`src/sv/button_short_long_press_classifier_unit_defines.svh`:
```
// ---------------------------------------------------------------------------
// Button press classifier assertion macros
// Shared concurrent assertion forms, clocked on clk with rst_n as disable.
// ---------------------------------------------------------------------------
`ifndef BUTTON_SHORT_LONG_PRESS_CLASSIFIER_UNIT_DEFINES_SVH
`define BUTTON_SHORT_LONG_PRESS_CLASSIFIER_UNIT_DEFINES_SVH

// Same-cycle implication.
`define BSLP_ASSERT_IMP(lbl, ante, cons) \
    lbl: assert property (@(posedge clk) disable iff (!rst_n) (ante) |-> (cons)) \
        else $error("bslp assertion failed");

// Next-cycle implication.
`define BSLP_ASSERT_NXT(lbl, ante, cons) \
    lbl: assert property (@(posedge clk) disable iff (!rst_n) (ante) |=> (cons)) \
        else $error("bslp assertion failed");

`endif

```
`src/sv/bslp_pkg.sv`:
```
// ---------------------------------------------------------------------------
// Button press classifier package
// Payload structs, register indexes and reset values shared by all modules.
// ---------------------------------------------------------------------------
package bslp_pkg;

    localparam int TIMER_W   = 16;
    localparam int BTN_W     = 5;
    localparam int CFG_IDX_W = 2;

    localparam logic [TIMER_W-1:0] DEBOUNCE_RST = 16'd10;
    localparam logic [TIMER_W-1:0] SHORT_RST    = 16'd250;
    localparam logic [TIMER_W-1:0] LONG_RST     = 16'd3000;

    localparam logic [CFG_IDX_W-1:0] REG_DEBOUNCE = 2'd0;
    localparam logic [CFG_IDX_W-1:0] REG_SHORT    = 2'd1;
    localparam logic [CFG_IDX_W-1:0] REG_LONG     = 2'd2;

    typedef struct packed {
        logic             tick;
        logic [BTN_W-1:0] buttons;
    } in_t;

    typedef struct packed {
        logic [BTN_W-1:0] short_press;
        logic [BTN_W-1:0] long_press;
    } out_t;

    typedef struct packed {
        logic [TIMER_W-1:0] debounce_ticks;
        logic [TIMER_W-1:0] short_ticks;
        logic [TIMER_W-1:0] long_ticks;
    } cfg_t;

    typedef struct packed {
        logic short_hit;
        logic long_hit;
    } lane_evt_t;

endpackage

```
`src/sv/button_short_long_press_classifier_unit.sv`:
```
// The result is registered in the output register and valid in the cycle after the input transfer.
// Throughput: one item per cycle unless the output register stalls; every button lane steps in the same cycle.
// A new item is taken whenever the output register is empty or being drained.
// Reset (rst_n low, asynchronous): all buttons idle, timers zero, registers
// return to debounce 10, short 250, long 3000 ticks; no result pending.
// ---------------------------------------------------------------------------
// Button short/long press classifier
// Parallel per-button lanes with a merge stage and a register write port.
// ---------------------------------------------------------------------------
`include "button_short_long_press_classifier_unit_defines.svh"

module button_short_long_press_classifier_unit
#(
    parameter int NUM_BUTTONS = 5
)
(
    input  logic                              clk,
    input  logic                              rst_n,
    input  logic                              in_valid,
    output logic                              in_ready,
    input  bslp_pkg::in_t                     in_data,
    output logic                              out_valid,
    input  logic                              out_ready,
    output bslp_pkg::out_t                    out_data,
    input  logic                              cfg_we,
    input  logic [bslp_pkg::CFG_IDX_W-1:0]    cfg_index,
    input  logic [bslp_pkg::TIMER_W-1:0]      cfg_data
);

    bslp_pkg::cfg_t       cfg_reg;
    bslp_pkg::lane_evt_t  evt [NUM_BUTTONS];
    logic                 advance;

    // Accept while the output register is free or draining
    assign in_ready = !out_valid || out_ready;
    assign advance  = in_valid && in_ready;

    // Write configuration registers; unknown indexes are ignored
    always_ff @(posedge clk or negedge rst_n)
    begin
        if (!rst_n)
        begin
            cfg_reg.debounce_ticks <= bslp_pkg::DEBOUNCE_RST;
            cfg_reg.short_ticks    <= bslp_pkg::SHORT_RST;
            cfg_reg.long_ticks     <= bslp_pkg::LONG_RST;
        end
        else if (cfg_we)
        begin
            unique case (cfg_index)
                bslp_pkg::REG_DEBOUNCE: cfg_reg.debounce_ticks <= cfg_data;
                bslp_pkg::REG_SHORT:    cfg_reg.short_ticks    <= cfg_data;
                bslp_pkg::REG_LONG:     cfg_reg.long_ticks     <= cfg_data;
                default: ;
            endcase
        end
    end

    // One lane per button; buttons past the input field read released
    for (genvar i = 0; i < NUM_BUTTONS; i++)
    begin : g_lane
        logic pressed;
        if (i < bslp_pkg::BTN_W)
        begin : g_in
            assign pressed = in_data.buttons[i];
        end
        else
        begin : g_off
            assign pressed = 1'b0;
        end

        bslp_lane u_lane
        (
            .clk     (clk),
            .rst_n   (rst_n),
            .advance (advance),
            .tick    (in_data.tick),
            .pressed (pressed),
            .cfg     (cfg_reg),
            .evt     (evt[i])
        );
    end

    // Combine lane pulses into the result register
    bslp_merge #(.NUM_BUTTONS(NUM_BUTTONS)) u_merge
    (
        .clk       (clk),
        .rst_n     (rst_n),
        .advance   (advance),
        .evt       (evt),
        .out_ready (out_ready),
        .out_valid (out_valid),
        .out_data  (out_data)
    );

    // A button never reports short and long in the same result
    `BSLP_ASSERT_IMP(a_no_dual_pulse, out_valid, (out_data.short_press & out_data.long_press) == '0)
    // Every input transfer leaves a result pending
    `BSLP_ASSERT_NXT(a_result_follows, advance, out_valid)
    // A stalled result blocks new input
    `BSLP_ASSERT_IMP(a_stall_blocks, out_valid && !out_ready, !in_ready)

endmodule

```
`src/sv/bslp_lane.sv`:
```
// ---------------------------------------------------------------------------
// Button press classifier lane
// Per-button timers and four-phase machine; steps once per transfer.
// ---------------------------------------------------------------------------
module bslp_lane
(
    input  logic                 clk,
    input  logic                 rst_n,
    input  logic                 advance,
    input  logic                 tick,
    input  logic                 pressed,
    input  bslp_pkg::cfg_t       cfg,
    output bslp_pkg::lane_evt_t  evt
);

    typedef enum logic [1:0]
    {
        PH_IDLE     = 2'd0,
        PH_DEBOUNCE = 2'd1,
        PH_SHORT    = 2'd2,
        PH_LONG     = 2'd3
    } phase_t;

    phase_t                        phase_reg, phase_next;
    logic [bslp_pkg::TIMER_W-1:0]  deb_reg, deb_next, deb_dec;
    logic [bslp_pkg::TIMER_W-1:0]  sht_reg, sht_next, sht_dec;
    logic [bslp_pkg::TIMER_W-1:0]  lng_reg, lng_next, lng_dec;

    // Count down on a tick, stop at zero
    assign deb_dec = (tick && deb_reg != '0) ? deb_reg - 1'b1 : deb_reg;
    assign sht_dec = (tick && sht_reg != '0) ? sht_reg - 1'b1 : sht_reg;
    assign lng_dec = (tick && lng_reg != '0) ? lng_reg - 1'b1 : lng_reg;

    // Step the phase machine on the counted-down timers
    always_comb
    begin
        phase_next    = phase_reg;
        deb_next      = deb_dec;
        sht_next      = sht_dec;
        lng_next      = lng_dec;
        evt.short_hit = 1'b0;
        evt.long_hit  = 1'b0;
        unique case (phase_reg)
            PH_IDLE:
            begin
                if (pressed)
                begin
                    deb_next   = cfg.debounce_ticks;
                    sht_next   = cfg.short_ticks;
                    lng_next   = cfg.long_ticks;
                    phase_next = PH_DEBOUNCE;
                end
            end
            PH_DEBOUNCE:
            begin
                if (deb_dec == '0)
                begin
                    phase_next = pressed ? PH_SHORT : PH_IDLE;
                end
            end
            PH_SHORT:
            begin
                if (sht_dec == '0)
                begin
                    if (pressed)
                    begin
                        phase_next = PH_LONG;
                    end
                    else
                    begin
                        evt.short_hit = 1'b1;
                        phase_next    = PH_IDLE;
                    end
                end
            end
            PH_LONG:
            begin
                if (!pressed)
                begin
                    evt.long_hit  = (lng_dec == '0);
                    evt.short_hit = (lng_dec != '0);
                    phase_next    = PH_IDLE;
                end
            end
        endcase
    end

    // Hold state between transfers, advance on each one
    always_ff @(posedge clk or negedge rst_n)
    begin
        if (!rst_n)
        begin
            phase_reg <= PH_IDLE;
            deb_reg   <= '0;
            sht_reg   <= '0;
            lng_reg   <= '0;
        end
        else if (advance)
        begin
            phase_reg <= phase_next;
            deb_reg   <= deb_next;
            sht_reg   <= sht_next;
            lng_reg   <= lng_next;
        end
    end

endmodule

```
`src/sv/bslp_merge.sv`:
```
// ---------------------------------------------------------------------------
// Button press classifier merge stage
// Gathers lane pulses into one result and holds it in the output register.
// ---------------------------------------------------------------------------
module bslp_merge
#(
    parameter int NUM_BUTTONS = 5
)
(
    input  logic                 clk,
    input  logic                 rst_n,
    input  logic                 advance,
    input  bslp_pkg::lane_evt_t  evt [NUM_BUTTONS],
    input  logic                 out_ready,
    output logic                 out_valid,
    output bslp_pkg::out_t       out_data
);

    logic [bslp_pkg::BTN_W-1:0] sp_w;
    logic [bslp_pkg::BTN_W-1:0] lp_w;
    logic                       out_valid_reg;
    bslp_pkg::out_t             out_data_reg;

    // Map lanes onto field bits; lanes past the field width drop out
    for (genvar j = 0; j < bslp_pkg::BTN_W; j++)
    begin : g_bit
        if (j < NUM_BUTTONS)
        begin : g_lane
            assign sp_w[j] = evt[j].short_hit;
            assign lp_w[j] = evt[j].long_hit;
        end
        else
        begin : g_none
            assign sp_w[j] = 1'b0;
            assign lp_w[j] = 1'b0;
        end
    end

    // Load on each input transfer, drop valid once the result is taken
    always_ff @(posedge clk or negedge rst_n)
    begin
        if (!rst_n)
        begin
            out_valid_reg <= 1'b0;
        end
        else if (advance)
        begin
            out_valid_reg <= 1'b1;
        end
        else if (out_ready)
        begin
            out_valid_reg <= 1'b0;
        end
    end

    always_ff @(posedge clk)
    begin
        if (advance)
        begin
            out_data_reg.short_press <= sp_w;
            out_data_reg.long_press  <= lp_w;
        end
    end

    assign out_valid = out_valid_reg;
    assign out_data  = out_data_reg;

endmodule

```
`config.mk`:
```
export PLATFORM = sky130hd
export DESIGN_NAME = button_short_long_press_classifier_unit
export DESIGN_NICKNAME = d
export VERILOG_FILES = /design/src/sv/bslp_pkg.sv /design/src/sv/button_short_long_press_classifier_unit.sv /design/src/sv/bslp_lane.sv /design/src/sv/bslp_merge.sv
export VERILOG_INCLUDE_DIRS = /design/src /design/src/sv
export SDC_FILE = /design/constraint.sdc
export NUM_CORES = 1
export LEC_CHECK = 0
export BUFFER_PORTS_ARGS = -buffer_cell sky130_fd_sc_hd__clkbuf_2
export CAP_MARGIN = 20
export CORE_MARGIN = 5
export CORE_UTILIZATION = 69
export CTS_CLUSTER_SIZE = 8
export DETAILED_ROUTE_END_ITERATION = 6
export GPL_TIMING_DRIVEN = 1
export PLACE_DENSITY = 0.87
export SYNTH_ARGS = -nofsm -noshare
export SYNTH_HDL_FRONTEND = slang
export SYNTH_SLANG_ARGS = --single-unit
```
`constraint.sdc`:
```
create_clock -name clk -period 4.4 [get_ports clk]
set_input_delay 0.88 -clock clk [delete_from_list [all_inputs] [get_ports clk]]
set_output_delay 0.88 -clock clk [all_outputs]
set_load 0.005 [all_outputs]
```
==> qor.csv, run 1 <==
metric;value;unit
run status;finished, violations left;
failing checks;DRC;
area of the multi-input gates;11800;um^2
adder-cell area share of the yosys netlist;1.22;%
Slew @ Worst Pin;1.12;ns
setup TNS;0;ns
dominant cells by area after synthesis;dfrtp_1, a21oi_1, o21ai_0;
maximum VDD drop;0.000439;V
Cells after Synth;2542;
Static Leak;8.44;nW
Die Width;182;um
Remaining DRCs;2;
CTS tree;built;
final non-filler cell total;2905;
power per cell area;608;nW/um^2
post-synthesis sequential area ratio;38.1;%
Site Rows;63;
Tcrit/Tclk final;76.4;%
Mapped Area;20500;um^2
fin crit period;3.36;ns
Core Region;29500;um^2
Worst setup EP type;flop;
unrepaired setup endpoints after global routing;no;
WL per Instance;22.3;um
DRT iter0 DRCs;2946;
initial antenna violation count;1;
port bufs;40;
largest net degree at the start of global routing;178;
filler cell count;2167;
Compound-Gate Fraction of Synth Area;26.8;%
routed vias/inst;7.26;
largest family of logic cells by synthesized area;compound AO/OA/AOI/OAI gates;
Commonest cells post-synth;a21oi_1, dfrtp_1, nor2_1, o21ai_0, nand2_1;
Hold Worst Slack;0.380;ns
Pre-antenna DRT Iters;7;
Worst-path clk slew;0.05;ns
clk sinks;309;
storage element area;7800;um^2
clk buf depth;3;
Area growth syn-to-layout;8.08;%
Antenna Nets Post-Route;0;
Final Hold Fails;0;
Cell variety after synth;97;
Num CTS Buffers;44;
final WL;64900;um
most frequent cell after synthesis;a21oi_1;
highest clock rate;297;MHz
Setup Skew;0.0268;ns
fin nets;2541;
CP max FO;8;
post-synthesis mux area share;3.33;%
Die ar.;33200;um^2
XOR/XNOR share of the synthesized area;1.58;%
Total GRT Usage;37.9;%
total gr overflow;0;
worst hold path class;in -> async;
Worst Path Required;4.82;ns
initial core utilization;69.5;%
Yosys top cell by area;dfrtp_1;
FF+latch count, synth;309;
Net Count, Synth;2591;
Final setup viols;0;
Main synth FF type;dfrtp_1;
clock root cell;clkbuf_16;
Mean Syn Cell Area;8.06;um^2
# Max-Cap Violations;0;
post-cts sizing count;0;
layout cells sized above 1;10.1;%
Yosys warning count;0;
post-CTS setup buffers;0;
Simple-Gate Fraction of Synth Area;24.4;%
Slew HR;25.6;%
first-pass GRT wire length;103000;um
Worst setup SP type;flop;
number of global-route vias before repair;19400;
IO Pins;41;
Die Height;182;um
Worst-Skew Late Latency;0.57;ns
Data arrival, critical path;3.78;ns
DR vias;21100;
Slew Limit Fails;0;
type of the worst setup path;reg -> reg;
fin util;75.1;%
area share of the largest cell type after synthesis;34.7;%
H-tree depth;2;
Async S/R FF share, synth;96.8;%
DP Wirelength;42400;um
Cells after DPL;2834;
CTS Hold Buffers Added;0;
final RePlAce weighted congestion;0.974;
Post-synth EDFFs;10;
[power by group]
group	switching (W)	total, W	internal (W)
logic	0.00254	0.00434	0.00180
registers	0.00200	0.00597	0.00397
clock network	0.00130	0.00315	0.00185
[metal layers]
metal  global-route usage, %  up-vias  share of wire (%)
met5                       0        -              0.051
met4                    19.5        2                5.5
met3                    7.51      270                 11
met2                    57.6     1369                 44
met1                    51.8    10000                 39
li1                        -     9418                  -
[critical path, stage by stage, from the launching register on]
cell and delay (ns):
dfrtp_1 0.43, inv_1 0.14, ha_1 0.31, nor3b_1 0.50, nand4_1 0.22, o21ai_1 0.43, mux2i_1 0.30, nand3_1 0.14
o31ai_2 0.47, and4b_1 0.26
[final timing paths]
kind,start,endpoint,slack (ns),cells after the start
min,rst_n,u_merge.out_valid,0.38,1
min reg2reg,g_lane[3].u_lane.lng_reg[11],g_lane[3].u_lane.lng_reg[11],0.51,2
max reg2reg,g_lane[3].u_lane.sht_reg[0],u_merge.out_data[8],1.04,9
max in group asynchronous,rst_n,g_lane[0].u_lane.deb_reg[7],2.88,2
max,g_lane[3].u_lane.sht_reg[0],u_merge.out_data[8],1.04,9
min in group clk,g_lane[3].u_lane.lng_reg[11],g_lane[3].u_lane.lng_reg[11],0.51,2
[cell usage in the layout, fill, tap and decap left out, types with 13 or more instances in the layout]
master / netlist / final
nor2b_1: 15 / 15
inv_1: 77 / 77
a22oi_1: 66 / 66
dfstp_2: 15 / 15
or3_1: 43 / 42
nand2b_1: 13 / 13
nand4_1: 41 / 41
a32oi_1: 13 / 13
nand3_1: 78 / 77
nor3_1: 96 / 95
nor2_1: 267 / 267
xnor2_1: 21 / 21
and4_1: 13 / 13
nor4b_1: 15 / 15
mux2i_1: 13 / 13
xor2_1: 16 / 16
a21oi_1: 299 / 299
clkbuf_2: 0 / 39
nand2_1: 196 / 192
mux2_2: 49 / 49
o21ai_0: 265 / 265
nor4_1: 46 / 46
o2bb2ai_1: 15 / 15
buf_4: 0 / 26
clkbuf_1: 143 / 21
ha_1: 20 / 20
and3_1: 14 / 13
o22ai_1: 78 / 78
clkbuf_16: 0 / 44
a31oi_1: 28 / 28
or4_1: 18 / 18
dfrtp_1: 284 / 284
nor3b_1: 16 / 15
[logic make-up after synthesis]
| kind of cell | count (synthesis) |
|---|---|
| buf+inv | 247 |
| compound gates | 909 |
| flops | 309 |
| simple gates | 958 |
| fa+ha+maj | 20 |
| mux | 62 |
| xor+xnor | 37 |
[layout make-up]
cell class                      count  share of cell area [%]
Clock inverter                      3                   0.317
Sequential cell                   309                    35.2
Timing Repair Buffer               72                    2.37
Tap cell                          390                    2.20
Antenna cell                        1                  0.0113
Clock buffer                       65                    5.33
Inverter                           79                    1.36
Multi-Input combinational cell   1986                    53.2
[metrics by stage]
stage / cell area (um^2) / total power (W) / setup slack [ns]
floorplan: 20500 / 0.00866 / 1.53
global placement: 20800 / 0.00984 / 0.862
detailed placement: 20800 / 0.0101 / 0.790
CTS: 22100 / 0.0133 / 1.18
global route: 22100 / 0.0142 / 0.979
finish: 22100 / 0.0135 / 1.04
Note: power is estimated with default switching activity, not from simulation.
==> run 2: changes to the inputs <==
--- a/config.mk
+++ b/config.mk
@@ -9,11 +9,11 @@
 export BUFFER_PORTS_ARGS = -buffer_cell sky130_fd_sc_hd__clkbuf_2
 export CAP_MARGIN = 20
 export CORE_MARGIN = 5
-export CORE_UTILIZATION = 69
+export CORE_UTILIZATION = 64
 export CTS_CLUSTER_SIZE = 8
 export DETAILED_ROUTE_END_ITERATION = 6
 export GPL_TIMING_DRIVEN = 1
-export PLACE_DENSITY = 0.87
+export PLACE_DENSITY = 0.81
 export SYNTH_ARGS = -nofsm -noshare
 export SYNTH_HDL_FRONTEND = slang
 export SYNTH_SLANG_ARGS = --single-unit
==> constraint.sdc (replaced) <==
create_clock -name clk -period 3.4 [get_ports clk]
set_input_delay 0.68 -clock clk [delete_from_list [all_inputs] [get_ports clk]]
set_output_delay 0.68 -clock clk [all_outputs]
set_load 0.005 [all_outputs]
==> run 2 against run 1 <==
The run now ends clean. Global-route usage shrank 3.1 points. Final area up 1.4%. Setup slack got worse by 0.95 ns. Sequential share of layout area is 0.49 points lower. Largest cell class unchanged.
==> qor.csv, run 2 (synthesized netlist as in run 1, its figures left out) <==
metric;value;unit;change
final RePlAce weighted congestion;0.936;;was 0.974
DR vias;20500;;was 21100
highest clock rate;302;MHz;was 297 MHz
DP Wirelength;42900;um;was 42400 um
worst setup slack after layout;0.0919;ns;was 1.04 ns
Slew Limit Fails;0;;unchanged
Worst Path Buf+Inv;2;;was 1
critical path's top delay family;simple AND/OR/NAND/NOR gates;;unchanged
CP max FO;6;;was 8
Hold Worst Slack;0.112;ns;was 0.380 ns
filler cell count;2506;;was 2167
Data arrival, critical path;3.72;ns;was 3.78 ns
Die Width;189;um;was 182 um
CTS Hold Buffers Added;0;;unchanged
sequential share of power;43.9;%;was 44.4%
initial core utilization;64.9;%;was 69.5%
Final Hold Fails;0;;unchanged
fin crit period;3.31;ns;was 3.36 ns
layout cells sized above 1;11.1;%;was 10.1%
initial antenna violation count;0;;was 1
CP max-delay cell;a2111oi_1;;was nor3b_1
largest net degree at the start of global routing;85;;was 178
Tcrit/Tclk final;97.3;%;was 76.4%
fin nets;2568;;was 2541
total gr overflow;0;;unchanged
power per cell area;779;nW/um^2;was 608 nW/um^2
Site Rows;65;;was 63
Core Region;31600;um^2;was 29500 um^2
clk buf depth;3;;unchanged
dpl ws;0.156;ns;was 0.790 ns
CP cell instances;inv_1 -> ha_1 -> nor3b_1 -> nand2_1 -> o21ai_2 -> xnor2_1 -> a2111oi_1 -> buf_4 -> a21oi_1 -> and4bb_1;;was inv_1 -> ha_1 -> nor3b_1 -> nand4_1 -> o21ai_1 -> mux2i_1 -> nand3_1 -> o31ai_2 -> and4b_1
unrepaired setup endpoints after global routing;no;;unchanged
R2R Setup Slk;0.09;ns;was 1.04 ns
IO Pins;41;;unchanged
Worst setup SP type;flop;;unchanged
run status;finished clean;;was finished, violations left
total power;0.0175;W;was 0.0135 W
port bufs;40;;unchanged
commonest non-fill, non-tap cells in the layout;a21oi_1, dfrtp_1, nor2_1;;unchanged
Worst setup EP type;flop;;unchanged
first-pass GRT wire length;102000;um;was 103000 um
# Max-Cap Violations;0;;unchanged
Slew @ Worst Pin;0.927;ns;was 1.12 ns
combinational share of power;32.2;%;about the same
Final setup viols;0;;unchanged
Slew HR;38.0;%;was 25.6%
Die Height;189;um;was 182 um
Die ar.;35700;um^2;was 33200 um^2
Internal;0.0100;W;was 0.00762 W
Worst-path clk slew;0.06;ns;was 0.05 ns
worst hold path class;in -> async;;unchanged
Setup Skew;0.0293;ns;was 0.0268 ns
Pre-antenna DRT Iters;6;;was 7
most common cell after layout, fill and taps aside;a21oi_1;;unchanged
maximum VDD drop;0.000513;V;was 0.000439 V
number of global-route vias before repair;19300;;was 19400
routed vias/inst;6.96;;was 7.26
CTS tree;built;;unchanged
clock root cell;clkbuf_16;;unchanged
Antenna Nets Post-Route;0;;unchanged
Num CTS Buffers;44;;unchanged
Worst Path Required;3.81;ns;was 4.82 ns
peak per-stage delay on the critical path;0.62;ns;was 0.50 ns
Remaining DRCs;0;;was 2
clock share of power;23.9;%;was 23.4%
DRT iter0 DRCs;2536;;was 2946
H-tree depth;2;;unchanged
WL per Instance;21.4;um;was 22.3 um
Worst-Skew Late Latency;0.56;ns;was 0.57 ns
setup TNS;0;ns;unchanged
Area growth syn-to-layout;9.59;%;was 8.08%
Static Leak;8.61;nW;was 8.44 nW
final WL;63200;um;was 64900 um
Total GRT Usage;34.7;%;was 37.9%
type of the worst setup path;reg -> reg;;unchanged
clk sinks;309;;unchanged
Sw Pwr;0.00747;W;was 0.00584 W
switching share of power;42.7;%;was 43.4%
run 2: worst reg2reg max path, delay by kind of cell, from the launching register on:
family | cells | cell delay [ns]
AOI/OAI and AO/OA | 3 | 0.97
xor gates and xnor gates | 1 | 0.10
adders and majority gates | 1 | 0.30
buffers and inverters | 2 | 0.35
and+or+nand+nor | 3 | 1.02
DFF | 1 | 0.43
run 2: power by group through the flow:
stage          combinational, W  sequential, W  clock [W]
6_report                0.00563        0.00767    0.00418
4_1_cts                 0.00554        0.00756    0.00420
5_1_grt                 0.00635        0.00788    0.00437
2_1_floorplan           0.00474        0.00647          0
3_5_place_dp            0.00550        0.00759          0
3_3_place_gp            0.00528        0.00752          0
run 2: area by class of cell:
type | instances | area (um^2) | share of cell area, %
inverter | 79 | 302 | 1.34
tap | 402 | 503 | 2.24
antenna | 1 | 2.50 | 0.0112
clock inverter | 2 | 40.0 | 0.178
timing repair buffer | 99 | 791 | 3.52
clock buffer | 72 | 1240 | 5.51
multi-input combinational | 1986 | 11800 | 52.4
sequential | 309 | 7800 | 34.8
run 2: timing repair:
action | 4_1_cts | 5_1_grt
buffers inserted | 0 | 0
endpoints found under the setup margin | 0 | 2
resized for setup | 0 | 1
run 2: final timing paths:
path / startpoint / to / cells after the start
max: g_lane[1].u_lane.sht_reg[0] / u_merge.out_data[6] / 10
min: rst_n / g_lane[4].u_lane.lng_reg[0] / 1
max reg2reg: g_lane[1].u_lane.sht_reg[0] / u_merge.out_data[6] / 10
min reg2reg: g_lane[3].u_lane.lng_reg[15] / g_lane[3].u_lane.lng_reg[15] / 2
max in group asynchronous: rst_n / g_lane[1].u_lane.lng_reg[8] / 2
min in group clk: in_valid / u_merge.out_valid / 2
run 2: routing by layer:
layer / share of wire, % / track usage [%] / wire length (um) / vias to the layer above
met3: 9.7 / 5.99 / 6160 / 223
met2: 45 / 55.2 / 28700 / 1087
li1: - / - / - / 9464
met4: 4.6 / 14.7 / 2880 / 0
met5: 0 / 0 / 0 / -
met1: 40 / 47.5 / 25500 / 9761
run 2: metrics by stage:
step                cell area [um^2]  util (%)  std cells
finish                         22400      71.1       2950
global route                   22400      71.1       2949
CTS                            22400      71.0       2948
detailed placement             21100      67.0       2874
global placement               21100      67.0       2874
floorplan                      20500         -       2542
